$ cat config.mk
export PLATFORM = sky130hd
export DESIGN_NAME = hard_iron_offset_calibrator
export DESIGN_NICKNAME = d
export VERILOG_FILES = /design/src/sv/hioc_pkg.sv /design/src/sv/hard_iron_offset_calibrator.sv
export SDC_FILE = /design/constraint.sdc
export NUM_CORES = 1
export LEC_CHECK = 0
export ABC_AREA = 1
export BUFFER_PORTS_ARGS = -buffer_cell sky130_fd_sc_hd__buf_2
export CORE_MARGIN = 4
export CORE_UTILIZATION = 33
export CTS_CLUSTER_SIZE = 30
export DETAILED_ROUTE_END_ITERATION = 6
export PLACE_DENSITY = 0.56
export REMOVE_ABC_BUFFERS = 1
export SLEW_MARGIN = 20
export SYNTH_ARGS = -nofsm -noshare
export SYNTH_HDL_FRONTEND = slang
export SYNTH_SLANG_ARGS = --single-unit
export TNS_END_PERCENT = 10
$ cat constraint.sdc
create_clock -name clk_i -period 4.5 [get_ports clk_i]
set_input_delay 0.675 -clock clk_i [delete_from_list [all_inputs] [get_ports clk_i]]
set_output_delay 0.675 -clock clk_i [all_outputs]
set_load 0.1 [all_outputs]
$ cat src/sv/hioc_pkg.sv
// ----------------------------------------------------------------------------
// Hard-iron offset calibrator package
// Shared widths, the sample triple type and the per-axis helper functions.
// ----------------------------------------------------------------------------
package hioc_pkg;

  localparam int unsigned AXIS_W   = 16;
  localparam int unsigned TDATA_W  = 3 * AXIS_W;
  localparam int unsigned COUNT_W  = 16;
  localparam int unsigned LIMIT_W  = COUNT_W + 1;

  localparam logic [COUNT_W-1:0] RESET_SAMPLES_PER_RUN = COUNT_W'(1000);

  typedef logic signed [AXIS_W-1:0] axis_t;

  // Three axes packed with X in the lowest bits.
  typedef struct packed {
    axis_t z;
    axis_t y;
    axis_t x;
  } triple_t;

  // Running maximum; the first sample of a run loads it outright.
  function automatic axis_t track_max(input logic first, input axis_t cur, input axis_t v);
    axis_t r;
    if (first || (v > cur)) begin
      r = v;
    end else begin
      r = cur;
    end
    return r;
  endfunction

  // Running minimum; the first sample of a run loads it outright.
  function automatic axis_t track_min(input logic first, input axis_t cur, input axis_t v);
    axis_t r;
    if (first || (v < cur)) begin
      r = v;
    end else begin
      r = cur;
    end
    return r;
  endfunction

  // Midpoint truncated toward zero, doubled, wrapped to the axis width.
  // Doubling the truncated half just clears the sum's low bit toward zero:
  // a negative odd sum moves up by one, any other sum drops its low bit.
  function automatic axis_t offset_of(input axis_t hi, input axis_t lo);
    logic signed [AXIS_W:0] sum;
    logic signed [AXIS_W:0] adj;
    sum = {hi[AXIS_W-1], hi} + {lo[AXIS_W-1], lo};
    if (sum[AXIS_W] && sum[0]) begin
      adj = sum + (AXIS_W+1)'(1);
    end else begin
      adj = {sum[AXIS_W:1], 1'b0};
    end
    return adj[AXIS_W-1:0];
  endfunction

endpackage

$ cat src/sv/hard_iron_offset_calibrator.sv
// ----------------------------------------------------------------------------
// Hard-iron offset calibrator
// Tracks per-axis extremes of magnetometer samples over a run of configured
// length and emits one beat of per-axis hard-iron offsets at the end of it.
// ----------------------------------------------------------------------------
//
//  Channel  | Direction | Beat contents
//  ---------+-----------+----------------------------------------------------
//  s_axis   | in        | tdata: field_x [15:0], field_y [31:16], field_z [47:32]
//  m_axis   | out       | tdata: offset_x [15:0], offset_y [31:16], offset_z [47:32]
//  cfg      | in        | cfg_wdata_i: samples_per_run (0 means 65536)
//
//  One sample beat is accepted per cycle unless a stall on m_axis holds the
//  input side. A sample is held in the input register and then folded into
//  the extremes; the offsets of a finished run are loaded into the result
//  register as its last sample is folded in. A stall on m_axis holds the
//  result register, then the input register, then s_axis_tready. Reset sets
//  the run length to 1000 and empties the pipeline; no clearing pass is needed.
// ----------------------------------------------------------------------------
module hard_iron_offset_calibrator (
  input  logic                          clk_i,
  input  logic                          rst_ni,
  input  logic                          cfg_we_i,
  input  logic [hioc_pkg::COUNT_W-1:0]  cfg_wdata_i,
  input  logic                          s_axis_tvalid,
  output logic                          s_axis_tready,
  // field_x [15:0], field_y [31:16], field_z [47:32]
  input  logic [hioc_pkg::TDATA_W-1:0]  s_axis_tdata,
  output logic                          m_axis_tvalid,
  input  logic                          m_axis_tready,
  // offset_x [15:0], offset_y [31:16], offset_z [47:32]
  output logic [hioc_pkg::TDATA_W-1:0]  m_axis_tdata
);
  import hioc_pkg::*;

  logic [COUNT_W-1:0] spr_q;
  logic               in_vld_q;
  triple_t            in_q;
  logic [COUNT_W-1:0] cnt_q, cnt_d;
  triple_t            max_q, max_d;
  triple_t            min_q, min_d;
  logic               res_vld_q;
  triple_t            res_q, res_d;

  logic               fire;
  logic               first;
  logic               done;
  logic [LIMIT_W-1:0] limit;
  logic [LIMIT_W-1:0] cnt_next;

  // Handshake: the sample in the input register is processed when the
  // result register is free or being emptied in this cycle.
  assign fire          = in_vld_q && (!res_vld_q || m_axis_tready);
  assign s_axis_tready = !in_vld_q || fire;
  assign m_axis_tvalid = res_vld_q;
  assign m_axis_tdata  = res_q;

  // Run length; a zero register value stands for a full 65536-sample run.
  always_ff @(posedge clk_i or negedge rst_ni) begin
    if (!rst_ni) begin
      spr_q <= RESET_SAMPLES_PER_RUN;
    end else if (cfg_we_i) begin
      spr_q <= cfg_wdata_i;
    end
  end

  // Input register.
  always_ff @(posedge clk_i or negedge rst_ni) begin
    if (!rst_ni) begin
      in_vld_q <= 1'b0;
    end else if (s_axis_tready) begin
      in_vld_q <= s_axis_tvalid;
    end
  end

  always_ff @(posedge clk_i) begin
    if (s_axis_tvalid && s_axis_tready) begin
      in_q <= s_axis_tdata;
    end
  end

  // Extremes update, run count and offset computation.
  always_comb begin
    first    = (cnt_q == '0);
    limit    = {(spr_q == '0), spr_q};
    cnt_next = {1'b0, cnt_q} + LIMIT_W'(1);
    done     = (cnt_next >= limit);

    max_d.x = track_max(first, max_q.x, in_q.x);
    max_d.y = track_max(first, max_q.y, in_q.y);
    max_d.z = track_max(first, max_q.z, in_q.z);
    min_d.x = track_min(first, min_q.x, in_q.x);
    min_d.y = track_min(first, min_q.y, in_q.y);
    min_d.z = track_min(first, min_q.z, in_q.z);

    res_d.x = offset_of(max_d.x, min_d.x);
    res_d.y = offset_of(max_d.y, min_d.y);
    res_d.z = offset_of(max_d.z, min_d.z);

    if (done) begin
      cnt_d = '0;
    end else begin
      cnt_d = cnt_next[COUNT_W-1:0];
    end
  end

  // Run state.
  always_ff @(posedge clk_i or negedge rst_ni) begin
    if (!rst_ni) begin
      cnt_q <= '0;
      max_q <= '0;
      min_q <= '0;
    end else if (fire) begin
      cnt_q <= cnt_d;
      max_q <= max_d;
      min_q <= min_d;
    end
  end

  // Result register: loaded at the end of a run, cleared once taken.
  always_ff @(posedge clk_i or negedge rst_ni) begin
    if (!rst_ni) begin
      res_vld_q <= 1'b0;
    end else if (fire && done) begin
      res_vld_q <= 1'b1;
    end else if (m_axis_tready) begin
      res_vld_q <= 1'b0;
    end
  end

  always_ff @(posedge clk_i) begin
    if (fire && done) begin
      res_q <= res_d;
    end
  end

  // A finished run always restarts the count.
  assert property (@(posedge clk_i) disable iff (!rst_ni)
    fire && done |=> cnt_q == '0)
    else $error("run count not cleared after a finished run");

  // A sample that does not finish the run advances the count by one.
  assert property (@(posedge clk_i) disable iff (!rst_ni)
    fire && !done |=> cnt_q == $past(cnt_q) + COUNT_W'(1))
    else $error("run count did not advance by one");

  // A result only appears after a sample that finished a run.
  assert property (@(posedge clk_i) disable iff (!rst_ni)
    $rose(res_vld_q) |-> $past(fire && done))
    else $error("result raised without a finished run");

  // An empty input register never blocks the input side.
  assert property (@(posedge clk_i) disable iff (!rst_ni)
    !in_vld_q |-> s_axis_tready)
    else $error("input stalled with an empty input register");

endmodule

==> impl_metrics.json <==
{
  "via_per_inst": 4.62,
  "clock_latency_ns": 0.56,
  "netlist-cell-type-count": 55,
  "grt_max_degree": 108,
  "final_max_slew_viol_count": 0,
  "dpl.hpwl_um": 28900,
  "nFillCells": 4418,
  "hp-class": "in2async",
  "grt_pass1_vias": 12790,
  "numCtsBuffers": 29,
  "async_flop_share_pct": 57.5,
  "core_um2": 45300,
  "syn2layout_area_growth_pct": 31.8,
  "synth_edf_count": 96,
  "cp_data_arrival_time_ns": 5.17,
  "grt_overflow": 0,
  "multi_input_area_um2": 8360,
  "die_x_um": 222,
  "drc": 0,
  "clk_pin_slew_ns": 0.06,
  "finalCritPeriodShare_pct": 108,
  "h-tree-depth": 1,
  "critPathLaunchType": "flip-flop",
  "ys_seq_area_share_pct": 40.7,
  "tightest_slew_ns": 0.958,
  "synth_warnings": 0,
  "drtIter0Drc": 688,
  "fin_ws_ns": -0.366,
  "antenna_found_initial": 1,
  "ys.flop_type": "dfrtp_1",
  "diodes": 0,
  "crit_fanout": 7,
  "cp.required_ns": 4.80,
  "gr-usage-all-layers_pct": 15.2,
  "root_buffer": "clkbuf_16",
  "finalSetupViolCount": 10,
  "final_area_um2": 19900,
  "final_nets": 2430,
  "rsz0062_at_grt": "true",
  "io_pins": 119,
  "start_util_pct": 33.4,
  "io_buffers": 118,
  "grt_use_met3_pct": 2.00,
  "dr.pass1.iters": 5,
  "grt_pass1_wl_um": 63000,
  "violations": "negative setup slack",
  "grt_use_met1_pct": 20.2,
  "r2r_cells": 25,
  "rows": 78,
  "drt-total-wl_um": 38200,
  "place.gp.congestion": 0.874,
  "cts_sinks": 226,
  "chipHeight_um": 222,
  "drive_above_1_share_pct": 27.1,
  "synth-seq-cells": 226,
  "placed_area_um2": 18200,
  "synth_cells": 1825,
  "clock_tree.buffer_depth": 3,
  "globalRouteMet2Util_pct": 26.0,
  "cap_violations": 0,
  "die_area_um2": 49300,
  "cts_hold_buf": 0,
  "hold_violations": 0,
  "path_class": "reg2reg",
  "post-route-min-period_ns": 4.87,
  "syn_area_um2": 15100,
  "cts_tree": "built",
  "vias": 13010,
  "detail_route.wl_per_cell_um": 13.5,
  "seq_area_um2": 6140,
  "ant_nets": 0,
  "busiest_layer": "met2",
  "finalClockSkew_ns": 0.0148,
  "status": "finished, violations left",
  "fmax_ghz": 0.206,
  "slew_headroom_pct": 36.1,
  "cp-end-kind": "flip-flop",
  "avgSynthCellArea_um2": 8.28
}
critical path: stages, from the launching register on:
cell and delay, ns:
edfxtp_1 0.47, ha_1 0.32, a21boi_1 0.13, o211ai_1 0.24, a21oi_2 0.10, o211ai_1 0.24
o2111ai_1 0.17, xnor2_1 0.21, nand2_2 0.20, buf_6 0.20, nand2_2 0.05, o21ai_2 0.05
ha_1 0.36, a21oi_2 0.22, nand2_2 0.09, a21oi_2 0.18, inv_1 0.07, a21oi_2 0.15
o21ai_2 0.09, buf_6 0.12, xor2_4 0.15, nor2_2 0.11, nand4_1 0.13, buf_4 0.17
nor4_4 0.28, xnor2_1 0.11
cells in the mapped netlist (7+ instances only):
| cell type | number | area [um2] |
|---|---|---|
| nand3_1 | 48 | 240 |
| nand3_2 | 7 | 70.1 |
| nand2_2 | 21 | 131 |
| ha_1 | 163 | 2040 |
| nor3_1 | 17 | 85.1 |
| a21o_1 | 9 | 67.6 |
| dfrtp_1 | 124 | 3100 |
| clkbuf_1 | 36 | 135 |
| a21oi_1 | 83 | 415 |
| inv_1 | 258 | 968 |
| nor4_1 | 11 | 68.8 |
| o22ai_1 | 15 | 93.8 |
| xnor2_1 | 24 | 210 |
| nand4_1 | 29 | 181 |
| nor2_1 | 72 | 270 |
| nand2_1 | 425 | 1600 |
| xor2_1 | 55 | 482 |
| buf_1 | 9 | 33.8 |
| o21ai_0 | 233 | 1170 |
| edfxtp_1 | 96 | 2880 |
sequential cells by signal (all words and copies together) (netlist names):
| register | flops |
|---|---|
| cnt_q | 16 |
| in_vld_q | 1 |
| m_axis_tdata | 48 |
| max_q | 48 |
| m_axis_tvalid | 1 |
| spr_q | 16 |
| in_q | 48 |
| min_q | 48 |
layout by cell type, fill, tap and decap left out, drive strengths merged, types with 2 or more instances in the layout:
cell and instances:
o211ai 4, a31oi 5, nor3 20, ha 163, o21bai 5, nand4 29, a21o 9, a211oi 4
dfstp 6, bufinv 4, inv 266, xor2 55, a21boi 2, nand2 452, clkbuf 40, fa 3
nand3 57, o22ai 15, o21a 4, a221oi 3, xnor2 24, edfxtp 96, o21ai 240, clkinv 9
conb 3, nand3b 3, or2 2, o2111ai 3, a21oi 85, nor4 13, nor2 81, buf 381
dfrtp 124
path summary, 6_finish.rpt:
kind / startpoint / endpoint / slack [ns]
setup / recovery: in_q[1] / m_axis_tdata[14] / -0.37
hold / removal: rst_ni / min_q[42] / 0.20
setup reg to reg: in_q[1] / m_axis_tdata[14] / -0.37
hold reg to reg: spr_q[3] / spr_q[3] / 0.51
max in group asynchronous: rst_ni / max_q[19] / 3.40
min in group clk_i: s_axis_tdata[28] / in_q[28] / 0.28
area by class of cell:
| cell class | instances | share of cell area [%] |
|---|---|---|
| Clock buffer | 39 | 4.09 |
| Clock inverter | 15 | 0.899 |
| Inverter | 265 | 5.02 |
| Sequential cell | 226 | 30.9 |
| Tap cell | 600 | 3.77 |
| Multi-Input combinational cell | 1291 | 42.0 |
| Timing Repair Buffer | 382 | 13.3 |
layer usage:
metal | wire [um] | vias up
met1 | 17700 | 5924
met4 | 827 | 0
met5 | 0 | -
li1 | - | 6834
met2 | 18000 | 199
met3 | 1550 | 53
cell families (layout without fill, tap and decap cells):
family / after synthesis / count (layout) / synth area share [%]
simple gates: 657 / 658 / 19.2
fa+ha+maj: 166 / 166 / 13.9
other cells: 1 / 3 / 0.0248
buf+inv: 311 / 701 / 7.74
xor+xnor: 79 / 79 / 4.58
mux: 1 / 1 / 0.0745
compound gates: 384 / 384 / 13.8
flops: 226 / 226 / 40.7
stage by stage:
step	hold WS, ns	cells	util [%]	setup TNS [ns]	setup slack [ns]
after floorplan	0.379	1781	-	-100.33	-1.20
after global placement	0.494	2749	40.2	-4.63	-0.507
after detailed placement	0.500	2749	40.2	-5.87	-0.521
after CTS	0.230	2811	42.9	-1.62	-0.189
after global routing	0.249	2818	44.0	-10.24	-0.640
final	0.199	2818	44.0	-1.90	-0.366
repair_timing:
action,in CTS,in global routing
buffers inserted,7,6
resized for setup,73,99
gates cloned,1,1
pin swaps,14,40
endpoints found under the setup margin,34,44
Power is not shown: default switching activity piles up to over one toggle a cycle in this logic, so the estimate is an artifact.
